$ cat config.mk
export PLATFORM = sky130hd
export DESIGN_NAME = gray_code_stripe_pattern_generator
export DESIGN_NICKNAME = d
export VERILOG_FILES = /design/src/design/gcsp_pkg.sv /design/src/design/gcsp_cfg.sv /design/src/design/gcsp_front.sv /design/src/design/gcsp_queue.sv /design/src/design/gcsp_back.sv /design/src/design/gray_code_stripe_pattern_generator.sv
export SDC_FILE = /design/constraint.sdc
export NUM_CORES = 1
export LEC_CHECK = 0
export ABC_AREA = 1
export BUFFER_PORTS_ARGS = -buffer_cell sky130_fd_sc_hd__buf_2
export CORE_UTILIZATION = 37
export DETAILED_ROUTE_END_ITERATION = 8
export PLACE_DENSITY = 0.53
export SETUP_SLACK_MARGIN = 0.02
export SLEW_MARGIN = 20
export SYNTH_ARGS = -nofsm -noshare
export SYNTH_HDL_FRONTEND = slang
export SYNTH_SLANG_ARGS = --single-unit
$ cat constraint.sdc
create_clock -name clk -period 4.1 [get_ports clk]
set_input_delay 0.205 -clock clk [delete_from_list [all_inputs] [get_ports clk]]
set_output_delay 0.205 -clock clk [all_outputs]
set_load 0.01 [all_outputs]
$ cat src/design/gcsp_pkg.sv
// gcsp_pkg: shared constants, register indexes and types for the gray code
// stripe pattern generator. No dependencies.
`timescale 1ns / 1ps

package gcsp_pkg;

  // configuration register widths, fixed by the register map
  localparam int DIM_REG_W   = 13;
  localparam int LIMIT_W     = 4;
  localparam int INDEX_W     = 6;
  localparam int CFG_DATA_W  = 13;
  localparam int CFG_ADDR_W  = 2;

  localparam logic [CFG_ADDR_W-1:0] REG_COLUMN_COUNT  = 2'd0;
  localparam logic [CFG_ADDR_W-1:0] REG_ROW_COUNT     = 2'd1;
  localparam logic [CFG_ADDR_W-1:0] REG_PATTERN_LIMIT = 2'd2;
  localparam logic [CFG_ADDR_W-1:0] REG_PATTERN_INDEX = 2'd3;

  localparam logic [DIM_REG_W-1:0] COLUMN_COUNT_RESET  = 13'd1024;
  localparam logic [DIM_REG_W-1:0] ROW_COUNT_RESET     = 13'd768;
  localparam logic [LIMIT_W-1:0]   PATTERN_LIMIT_RESET = 4'd4;
  localparam logic [INDEX_W-1:0]   PATTERN_INDEX_RESET = 6'd0;

  localparam int LEVEL_W = 8;
  localparam logic [LEVEL_W-1:0] LEVEL_HIGH = 8'hff;
  localparam logic [LEVEL_W-1:0] LEVEL_LOW  = 8'h00;

  // compare width for pattern index against sequence bounds
  localparam int CLASS_W = 8;

  localparam int QUEUE_DEPTH = 4;

  typedef enum logic [1:0] {
    PAT_FLAT  = 2'd0,
    PAT_VERT  = 2'd1,
    PAT_HORIZ = 2'd2,
    PAT_BAD   = 2'd3
  } pat_kind_t;

endpackage

$ cat src/design/gcsp_cfg.sv
// gcsp_cfg: configuration registers and the frame geometry derived from them
// (bit counts, offsets, last positions, plane count). Uses gcsp_pkg.
`timescale 1ns / 1ps

module gcsp_cfg import gcsp_pkg::*; #(
  parameter int MAX_DIM_BITS = 12
) (
  input  logic                                            clk,
  input  logic                                            rst,
  input  logic                                            cfg_write,
  input  logic [CFG_ADDR_W-1:0]                           cfg_index,
  input  logic [CFG_DATA_W-1:0]                           cfg_data,
  output logic [MAX_DIM_BITS-1:0]                         cols_last,
  output logic [MAX_DIM_BITS-1:0]                         rows_last,
  output logic [$clog2(MAX_DIM_BITS+1)-1:0]               vbits,
  output logic [$clog2(MAX_DIM_BITS+1)-1:0]               hbits,
  output logic [MAX_DIM_BITS-1:0]                         voffset,
  output logic [MAX_DIM_BITS-1:0]                         hoffset,
  output logic [(($clog2(MAX_DIM_BITS+1) > LIMIT_W) ?
                 $clog2(MAX_DIM_BITS+1) : LIMIT_W)-1:0]   planes,
  output logic [INDEX_W-1:0]                              pattern_index
);

  localparam int DCW = MAX_DIM_BITS + 1;
  localparam int BW  = $clog2(MAX_DIM_BITS + 1);
  localparam int EW  = (DCW > DIM_REG_W) ? DCW : DIM_REG_W;
  localparam int NW  = (BW > LIMIT_W) ? BW : LIMIT_W;

  logic [LIMIT_W-1:0] pattern_limit;

  function automatic logic [DCW-1:0] clamp_dim(input logic [DIM_REG_W-1:0] d);
    logic [EW-1:0] ext;
    logic [EW-1:0] maxd;
    ext  = EW'(d);
    maxd = EW'(1) << MAX_DIM_BITS;
    if (ext == '0) begin
      clamp_dim = DCW'(1);
    end else if (ext > maxd) begin
      clamp_dim = DCW'(maxd);
    end else begin
      clamp_dim = DCW'(ext);
    end
  endfunction

  // smallest n >= 1 with 2^n >= d
  function automatic logic [BW-1:0] bits_for(input logic [DCW-1:0] d);
    logic [BW-1:0] n;
    n = BW'(1);
    for (int k = 1; k < MAX_DIM_BITS; k++) begin
      if ((DCW'(1) << k) < d) n = BW'(k + 1);
    end
    return n;
  endfunction

  function automatic logic [MAX_DIM_BITS-1:0] offset_for(input logic [DCW-1:0] d,
                                                         input logic [BW-1:0]  n);
    logic [DCW-1:0] span;
    span = (DCW'(1) << n) - d;
    return span[MAX_DIM_BITS:1];
  endfunction

  logic [DIM_REG_W-1:0] col_src, row_src;
  logic [DCW-1:0]       col_dim, row_dim, col_lastw, row_lastw;
  logic [BW-1:0]        col_bits, row_bits;

  // reset loads the same geometry a write of the reset values would
  always_comb begin
    col_src   = rst ? COLUMN_COUNT_RESET : cfg_data;
    row_src   = rst ? ROW_COUNT_RESET : cfg_data;
    col_dim   = clamp_dim(col_src);
    row_dim   = clamp_dim(row_src);
    col_bits  = bits_for(col_dim);
    row_bits  = bits_for(row_dim);
    col_lastw = col_dim - DCW'(1);
    row_lastw = row_dim - DCW'(1);
  end

  always_ff @(posedge clk) begin
    if (rst) begin
      cols_last     <= col_lastw[MAX_DIM_BITS-1:0];
      vbits         <= col_bits;
      voffset       <= offset_for(col_dim, col_bits);
      rows_last     <= row_lastw[MAX_DIM_BITS-1:0];
      hbits         <= row_bits;
      hoffset       <= offset_for(row_dim, row_bits);
      pattern_limit <= PATTERN_LIMIT_RESET;
      pattern_index <= PATTERN_INDEX_RESET;
    end else if (cfg_write) begin
      unique case (cfg_index)
        REG_COLUMN_COUNT: begin
          cols_last <= col_lastw[MAX_DIM_BITS-1:0];
          vbits     <= col_bits;
          voffset   <= offset_for(col_dim, col_bits);
        end
        REG_ROW_COUNT: begin
          rows_last <= row_lastw[MAX_DIM_BITS-1:0];
          hbits     <= row_bits;
          hoffset   <= offset_for(row_dim, row_bits);
        end
        REG_PATTERN_LIMIT: pattern_limit <= cfg_data[LIMIT_W-1:0];
        REG_PATTERN_INDEX: pattern_index <= cfg_data[INDEX_W-1:0];
        default: ;
      endcase
    end
  end

  // planes per direction: min of both bit counts and the requested limit
  logic [NW-1:0] vb_n, hb_n, lim_n, min_bits;

  always_comb begin
    vb_n     = NW'(vbits);
    hb_n     = NW'(hbits);
    lim_n    = NW'(pattern_limit);
    min_bits = (vb_n < hb_n) ? vb_n : hb_n;
    planes   = (lim_n < min_bits) ? lim_n : min_bits;
  end

endmodule

$ cat src/design/gcsp_front.sv
// gcsp_front: takes tick requests, walks the raster and classifies each pixel
// into a queue entry (pattern kind, polarity, code bit index, position, row and
// frame end). Uses gcsp_pkg.
`timescale 1ns / 1ps

module gcsp_front import gcsp_pkg::*; #(
  parameter int MAX_DIM_BITS = 12
) (
  input  logic                                            clk,
  input  logic                                            rst,
  input  logic                                            tick_valid,
  output logic                                            tick_stall,
  input  logic                                            restart,
  input  logic                                            full,
  output logic                                            push,
  output logic [2 + 1 + $clog2(MAX_DIM_BITS) + MAX_DIM_BITS + 2 - 1:0] entry,
  input  logic [MAX_DIM_BITS-1:0]                         cols_last,
  input  logic [MAX_DIM_BITS-1:0]                         rows_last,
  input  logic [$clog2(MAX_DIM_BITS+1)-1:0]               vbits,
  input  logic [$clog2(MAX_DIM_BITS+1)-1:0]               hbits,
  input  logic [(($clog2(MAX_DIM_BITS+1) > LIMIT_W) ?
                 $clog2(MAX_DIM_BITS+1) : LIMIT_W)-1:0]   planes,
  input  logic [INDEX_W-1:0]                              pattern_index
);

  localparam int IW = $clog2(MAX_DIM_BITS);

  logic [MAX_DIM_BITS-1:0] column_position, row_position;
  logic [MAX_DIM_BITS-1:0] col_cur, row_cur;
  logic                    rend, fend;

  logic [CLASS_W-1:0] pe, half, lim_v, lim_h, bit_v, bit_h;
  pat_kind_t          kind;
  logic [IW-1:0]      bit_sel;
  logic [MAX_DIM_BITS-1:0] pos_sel;

  assign tick_stall = full;
  assign push       = tick_valid & ~full;

  always_comb begin
    col_cur = restart ? '0 : column_position;
    row_cur = restart ? '0 : row_position;
    rend    = col_cur >= cols_last;
    fend    = rend && (row_cur >= rows_last);
  end

  always_comb begin
    pe    = CLASS_W'(pattern_index);
    half  = pe >> 1;
    lim_v = (CLASS_W'(planes) << 1) + CLASS_W'(2);
    lim_h = (CLASS_W'(planes) << 2) + CLASS_W'(2);
    bit_v = CLASS_W'(vbits) - half;
    bit_h = CLASS_W'(hbits) + CLASS_W'(planes) - half;
    priority if (pe < CLASS_W'(2)) begin
      kind = PAT_FLAT;
    end else if (pe < lim_v) begin
      kind = PAT_VERT;
    end else if (pe < lim_h) begin
      kind = PAT_HORIZ;
    end else begin
      kind = PAT_BAD;
    end
    pos_sel = (kind == PAT_HORIZ) ? row_cur : col_cur;
    bit_sel = (kind == PAT_HORIZ) ? bit_h[IW-1:0] : bit_v[IW-1:0];
  end

  assign entry = {kind, ~pattern_index[0], bit_sel, pos_sel, rend, fend};

  always_ff @(posedge clk) begin
    if (rst) begin
      column_position <= '0;
      row_position    <= '0;
    end else if (push) begin
      if (rend) begin
        column_position <= '0;
        row_position    <= fend ? '0 : row_cur + MAX_DIM_BITS'(1);
      end else begin
        column_position <= col_cur + MAX_DIM_BITS'(1);
        row_position    <= row_cur;
      end
    end
  end

endmodule

$ cat src/design/gcsp_queue.sv
// gcsp_queue: short register queue between the raster front and the pixel
// back end. Uses gcsp_pkg for its depth.
`timescale 1ns / 1ps

module gcsp_queue import gcsp_pkg::*; #(
  parameter int WIDTH = 20
) (
  input  logic             clk,
  input  logic             rst,
  input  logic             push,
  input  logic [WIDTH-1:0] wr_data,
  input  logic             pop,
  output logic [WIDTH-1:0] rd_data,
  output logic             full,
  output logic             empty
);

  localparam int PW = $clog2(QUEUE_DEPTH);

  logic [WIDTH-1:0] slots [QUEUE_DEPTH];
  logic [PW-1:0]    wr_ptr, rd_ptr;
  logic [PW:0]      count;

  assign full    = count == (PW + 1)'(QUEUE_DEPTH);
  assign empty   = count == '0;
  assign rd_data = slots[rd_ptr];

  always_ff @(posedge clk) begin
    if (push) slots[wr_ptr] <= wr_data;
  end

  always_ff @(posedge clk) begin
    if (rst) begin
      wr_ptr <= '0;
      rd_ptr <= '0;
      count  <= '0;
    end else begin
      if (push) wr_ptr <= wr_ptr + PW'(1);
      if (pop)  rd_ptr <= rd_ptr + PW'(1);
      unique case ({push, pop})
        2'b10:   count <= count + (PW + 1)'(1);
        2'b01:   count <= count - (PW + 1)'(1);
        default: count <= count;
      endcase
    end
  end

endmodule

$ cat src/design/gcsp_back.sv
// gcsp_back: turns a queue entry into a pixel: offset, gray code, bit pick,
// polarity, then the output register. Uses gcsp_pkg.
`timescale 1ns / 1ps

module gcsp_back import gcsp_pkg::*; #(
  parameter int MAX_DIM_BITS = 12
) (
  input  logic                     clk,
  input  logic                     rst,
  input  logic [2 + 1 + $clog2(MAX_DIM_BITS) + MAX_DIM_BITS + 2 - 1:0] entry,
  input  logic                     empty,
  output logic                     pop,
  input  logic [MAX_DIM_BITS-1:0]  voffset,
  input  logic [MAX_DIM_BITS-1:0]  hoffset,
  output logic                     pixel_valid,
  input  logic                     pixel_stall,
  output logic [LEVEL_W-1:0]       pixel_level,
  output logic                     row_end,
  output logic                     frame_end,
  output logic                     bad_pattern
);

  localparam int IW  = $clog2(MAX_DIM_BITS);
  localparam int DCW = MAX_DIM_BITS + 1;

  logic [1:0]              kind_bits;
  pat_kind_t               kind;
  logic                    even, rend, fend, code_set;
  logic [IW-1:0]           bit_sel;
  logic [MAX_DIM_BITS-1:0] pos, offset, code_word;
  logic [DCW-1:0]          shifted;
  logic [LEVEL_W-1:0]      level;

  assign {kind_bits, even, bit_sel, pos, rend, fend} = entry;
  assign kind = pat_kind_t'(kind_bits);

  assign pop = ~empty & (~pixel_valid | ~pixel_stall);

  always_comb begin
    offset    = (kind == PAT_HORIZ) ? hoffset : voffset;
    shifted   = DCW'(pos) + DCW'(offset);
    code_word = shifted[MAX_DIM_BITS-1:0] ^ shifted[MAX_DIM_BITS:1];
    code_set  = code_word[bit_sel];
    unique case (kind)
      PAT_FLAT:  level = even ? LEVEL_HIGH : LEVEL_LOW;
      PAT_VERT,
      PAT_HORIZ: level = (code_set == even) ? LEVEL_HIGH : LEVEL_LOW;
      PAT_BAD:   level = LEVEL_LOW;
      default:   level = LEVEL_LOW;
    endcase
  end

  always_ff @(posedge clk) begin
    if (rst) begin
      pixel_valid <= 1'b0;
    end else if (pop) begin
      pixel_valid <= 1'b1;
    end else if (!pixel_stall) begin
      pixel_valid <= 1'b0;
    end
  end

  always_ff @(posedge clk) begin
    if (pop) begin
      pixel_level <= level;
      row_end     <= rend;
      frame_end   <= fend;
      bad_pattern <= (kind == PAT_BAD);
    end
  end

endmodule

$ cat src/design/gray_code_stripe_pattern_generator.sv
// gray_code_stripe_pattern_generator: top level of the structured-light stripe
// generator. Depends on gcsp_pkg, gcsp_cfg, gcsp_front, gcsp_queue, gcsp_back.
//
// usage
//   tick channel (tick_valid / tick_stall, payload restart): each accepted
//   request produces exactly one pixel in row-major order over the frame;
//   restart=1 moves the raster to row 0, column 0 before that pixel.
//   pixel channel (pixel_valid / pixel_stall): pixel_level is 0 or 255,
//   row_end and frame_end mark the last pixel of a row and of the frame,
//   bad_pattern flags a pattern index past the end of the sequence.
//   cfg_write / cfg_index / cfg_data write column_count, row_count,
//   pattern_limit and pattern_index; write only while no pixel is in flight.
// pipeline and throughput
//   a request accepted by the front is written into the queue, then popped
//   into the back end output register, where its pixel shows. one pixel per
//   cycle sustained while pixel_stall is low; the front, the four-entry queue
//   and the output register each move one entry a cycle.
// reset and stall
//   rst (synchronous) loads the default registers (1024 x 768, 4 planes,
//   pattern 0), homes the raster and empties the queue. while pixel_stall is
//   high the output holds; the queue fills and tick_stall rises when it is full.
`timescale 1ns / 1ps

module gray_code_stripe_pattern_generator import gcsp_pkg::*; #(
  parameter int MAX_DIM_BITS = 12
) (
  input  logic                  clk,
  input  logic                  rst,
  input  logic                  tick_valid,
  output logic                  tick_stall,
  input  logic                  restart,
  output logic                  pixel_valid,
  input  logic                  pixel_stall,
  output logic [LEVEL_W-1:0]    pixel_level,
  output logic                  row_end,
  output logic                  frame_end,
  output logic                  bad_pattern,
  input  logic                  cfg_write,
  input  logic [CFG_ADDR_W-1:0] cfg_index,
  input  logic [CFG_DATA_W-1:0] cfg_data
);

  localparam int BW      = $clog2(MAX_DIM_BITS + 1);
  localparam int NW      = (BW > LIMIT_W) ? BW : LIMIT_W;
  localparam int ENTRY_W = 2 + 1 + $clog2(MAX_DIM_BITS) + MAX_DIM_BITS + 2;

  logic [MAX_DIM_BITS-1:0] cols_last, rows_last, voffset, hoffset;
  logic [BW-1:0]           vbits, hbits;
  logic [NW-1:0]           planes;
  logic [INDEX_W-1:0]      pattern_index;

  logic               push, pop, full, empty;
  logic [ENTRY_W-1:0] wr_entry, rd_entry;

  gcsp_cfg #(.MAX_DIM_BITS(MAX_DIM_BITS)) u_cfg (
    .clk           (clk),
    .rst           (rst),
    .cfg_write     (cfg_write),
    .cfg_index     (cfg_index),
    .cfg_data      (cfg_data),
    .cols_last     (cols_last),
    .rows_last     (rows_last),
    .vbits         (vbits),
    .hbits         (hbits),
    .voffset       (voffset),
    .hoffset       (hoffset),
    .planes        (planes),
    .pattern_index (pattern_index)
  );

  gcsp_front #(.MAX_DIM_BITS(MAX_DIM_BITS)) u_front (
    .clk           (clk),
    .rst           (rst),
    .tick_valid    (tick_valid),
    .tick_stall    (tick_stall),
    .restart       (restart),
    .full          (full),
    .push          (push),
    .entry         (wr_entry),
    .cols_last     (cols_last),
    .rows_last     (rows_last),
    .vbits         (vbits),
    .hbits         (hbits),
    .planes        (planes),
    .pattern_index (pattern_index)
  );

  gcsp_queue #(.WIDTH(ENTRY_W)) u_queue (
    .clk     (clk),
    .rst     (rst),
    .push    (push),
    .wr_data (wr_entry),
    .pop     (pop),
    .rd_data (rd_entry),
    .full    (full),
    .empty   (empty)
  );

  gcsp_back #(.MAX_DIM_BITS(MAX_DIM_BITS)) u_back (
    .clk         (clk),
    .rst         (rst),
    .entry       (rd_entry),
    .empty       (empty),
    .pop         (pop),
    .voffset     (voffset),
    .hoffset     (hoffset),
    .pixel_valid (pixel_valid),
    .pixel_stall (pixel_stall),
    .pixel_level (pixel_level),
    .row_end     (row_end),
    .frame_end   (frame_end),
    .bad_pattern (bad_pattern)
  );

endmodule

==> summary.md <==
| Metric | Value |
|---|---|
| Clock Latency Late Sink | 0.44 ns |
| Finish-stage setup viols | 0 |
| H-tree levels | 4 |
| Root Driver | clkbuf_16 |
| Die boundary height | 183 um |
| Detailed placer's ending HPWL | 24000 um |
| Synthesis-stage register bit count | 188 |
| Mapped Cells | 1436 |
| Post-synth ARST share | 0% |
| Worst-margin pin slew | 0.992 ns |
| Clock-pin slew on the worst setup and hold paths | 0.08 ns |
| Crit end category | register |
| PwrDens | 573 nW/um2 |
| Total I/O pin count | 34 |
| Worst path arrival time | 4.19 ns |
| YS warnings | 0 |
| Nets | 1678 |
| Horiz. Die Dim | 183 um |
| TritonRoute pass-1 iters | 8 |
| Share of layout cells above drive strength 1 | 17.2% |
| DRT iter0 DRCs | 736 |
| Antenna Violating Nets Remaining | 0 |
| Max-Cap Viols | 0 |
| All-Layer GR Usage | 19.6% |
| Worst path cell trace | inv_2, ha_1, o21ai_0, nand2_1, nand3_2, nand2_2, nand2_1, o21ai_0, ha_1, a21oi_1, nand2_2, nand2_1, o21ai_2, ha_1, xor2_1, ha_1, a21oi_1, nor2_1, a211oi_2, nand2_2, nand3_4, clkbuf_16, nand2_1, nand2_2 |
| CP startpoint kind | register |
| Initial Utilization | 38.0% |
| Fmax | 257 MHz |
| Setup Skew | 0.0110 ns |
| CTS Sinks | 188 |
| Hold slack | 0.0221 ns |
| Synth top area cells | edfxtp_1, ha_1, nand2_1, dfxtp_1, inv_1 |
| Max Buffers Root-to-Sink | 2 |
| Post-Syn Nets | 1559 |
| Die area | 33500 um2 |
| # diodes | 0 |
| Cell area after layout | 14300 um2 |
| Maximum VDD drop | 0.000306 V |
| Avg Synthesized Cell Area | 8.45 um2 |
| Worst path bufs/invs | 2 |
| RSZ-0062 raised after global routing | true |
| Drt wl/cell | 15.8 um |
| Most frequent cells after synthesis | nand2_1, inv_1, edfxtp_1 |
| HP Class | in2reg |
| Initial antenna violation count | 0 |
| Kind of critical path | reg2reg |
| CORE AREA | 31900 um2 |
| # DRC | 0 |
| Final max-slew violation count | 0 |
| Via-to-Cell Ratio | 4.91 |
| Syn-to-layout area delta | 18.0% |
| Slowest stage delay, CP | 0.41 ns |
| Synthesized cell area | 12100 um2 |
| Largest net degree at the start of global routing | 37 |
| Static leakage | 6.48 nW |
| CP Max Fanout | 8 |
| Vias in the first global route | 9474 |
| Top FF cell, synth | edfxtp_1 |
| CTS tree | yes |
| First-pass GRT wire length | 50400 um |
| Post-DP Area | 13500 um2 |
| Worst EP required | 4.40 ns |
| Grt ovf | 0 |
| CTS buffer count | 17 |
| Synth area leader | edfxtp_1 |
| Seq/Total Area, Yosys | 42.9% |
| CP max-delay cell | edfxtp_1 |
| Netlist cell types | 56 |
| Status | finished clean |
| Slew margin rel. | 33.7% |
| Port Buffers | 33 |
| Post-synth top area share | 35.6% |
| Top delay family on crit path | simple AND/OR/NAND/NOR gates |
| Clock period minus worst slack | 3.89 ns |
| Most common cell in the synthesized netlist | nand2_1 |
| EDFF count, synth | 144 |
| Tcrit/Tclk final | 95.0% |
| Final GP Congestion | 0.898 |
| Std cell rows | 65 |
| Vias | 9837 |
| Hold Vio Cnt, Final | 0 |
| Total routed wirelength | 31700 um |
-- state kept, by name (all words and copies together), names as in the netlist, named ones only --
register                 flops
u_back.bad_pattern           1
u_back.frame_end             1
u_back.pixel_level           1
u_back.pixel_valid           1
u_back.row_end               1
u_cfg.cols_last             12
u_cfg.hbits                  4
u_cfg.hoffset               12
u_cfg.lim_n                  4
u_cfg.pattern_index          6
u_cfg.rows_last             12
u_cfg.vbits                  4
u_cfg.voffset               12
u_front.column_position     12
u_front.row_position        12
u_queue.count                3
u_queue.rd_ptr               2
u_queue.slots               84
u_queue.wr_ptr               2
-- layout by cell type, fill, tap and decap left out, types with 30 or more instances in the layout --
cell      Yosys  layout
a21oi_1      93      90
buf_2         2      33
buf_4         7     101
dfxtp_1      44      43
edfxtp_1    144     144
ha_1         94      93
inv_1       212     211
nand2_1     268     247
nand2_2      13      34
nand3_1      81      79
nand4_1      30      30
nor2_1      130     126
o21ai_0      85      79
xor2_1       42      42
-- metrics by stage --
stage               cells  setup slack, ns  TNS, ns  total power, mW  utilization [%]
floorplan            1436           0.0627        0             5.31                -
global placement     1968           -0.133    -1.76             6.43             42.4
detailed placement   1968           -0.224   -11.09             6.46             42.4
CTS                  2000           0.0287        0             8.18             44.4
global route         2003          -0.0210   -0.386             8.90             44.9
finish               2003            0.206        0             8.21             44.9
-- worst paths after layout --
kind / startpoint / to / slack [ns] / cells past startpoint
worst max register to register: u_cfg.hbits[1]$_DFFE_PP_ / u_queue.slots[3][13]$_DFFE_PP_ / 0.21 / 24
worst min-delay path: cfg_data[2] / u_cfg.lim_n[2]$_SDFFE_PP1P_ / 0.02 / 3
worst min register to register: u_front.row_position[1]$_SDFFE_PP0P_ / u_front.row_position[1]$_SDFFE_PP0P_ / 0.47 / 2
worst max-delay path: u_cfg.hbits[1]$_DFFE_PP_ / u_queue.slots[3][13]$_DFFE_PP_ / 0.21 / 24
-- final cells by class --
cell class | instances | area [um2]
inverters | 219 | 832
fillers | 3199 | 17600
clock buffers | 17 | 425
clock inverters | 15 | 186
repair buffers | 142 | 1080
well taps | 435 | 544
multi-input cells | 987 | 6040
flip-flops and latches | 188 | 5210
-- worst reg2reg max path, stage by stage (launching register included) --
cell	delay, ns
edfxtp_1	0.41
inv_2	0.08
ha_1	0.22
o21ai_0	0.07
nand2_1	0.09
nand3_2	0.07
nand2_2	0.08
nand2_1	0.06
o21ai_0	0.11
ha_1	0.21
a21oi_1	0.24
nand2_2	0.16
nand2_1	0.11
o21ai_2	0.08
ha_1	0.22
xor2_1	0.17
ha_1	0.30
a21oi_1	0.16
nor2_1	0.07
a211oi_2	0.21
nand2_2	0.13
nand3_4	0.14
clkbuf_16	0.21
nand2_1	0.07
nand2_2	0.11
-- logic make-up (layout without fill, tap and decap cells) --
group                      count (synthesis)  in the layout  synth area share (%)
and+or+nand+nor                          569            569                  20.5
DFF                                      188            188                  42.9
xor gates and xnor gates                  62             62                  4.48
muxes                                     11             11                  1.02
adders and majority gates                102            102                  11.0
AOI/OAI and AO/OA                        243            243                  11.4
buffers and inverters                    261            393                  8.67
-- metal layers --
layer  vias to the layer above  global-route usage, %  share of wire [%]
met5                         -                      0                  0
met4                         0                   5.03                1.6
met3                        28                   2.64                3.5
met2                       190                   32.8                 47
met1                      4572                   26.5                 48
li1                       5047                      -                  -
-- where the power goes --
| group | switching [mW] | internal (mW) | total, mW | leakage (nW) |
|---|---|---|---|---|
| logic | 2.49 | 1.50 | 4.00 | 4.46 |
| registers | 0.104 | 2.39 | 2.50 | 1.74 |
| clock network | 0.873 | 0.838 | 1.71 | 0.289 |
| total | 3.47 | 4.74 | 8.21 | 6.48 |
-- timing repair --
action / in CTS / in global routing
cloned: 0 / 1
buffers inserted: 0 / 2
gates resized for setup: 4 / 43
setup endpoints to repair: 68 / 69
hold buffers: 0 / 0
pin swaps: 0 / 8
No activity file was read; power rests on OpenSTA's default activity.
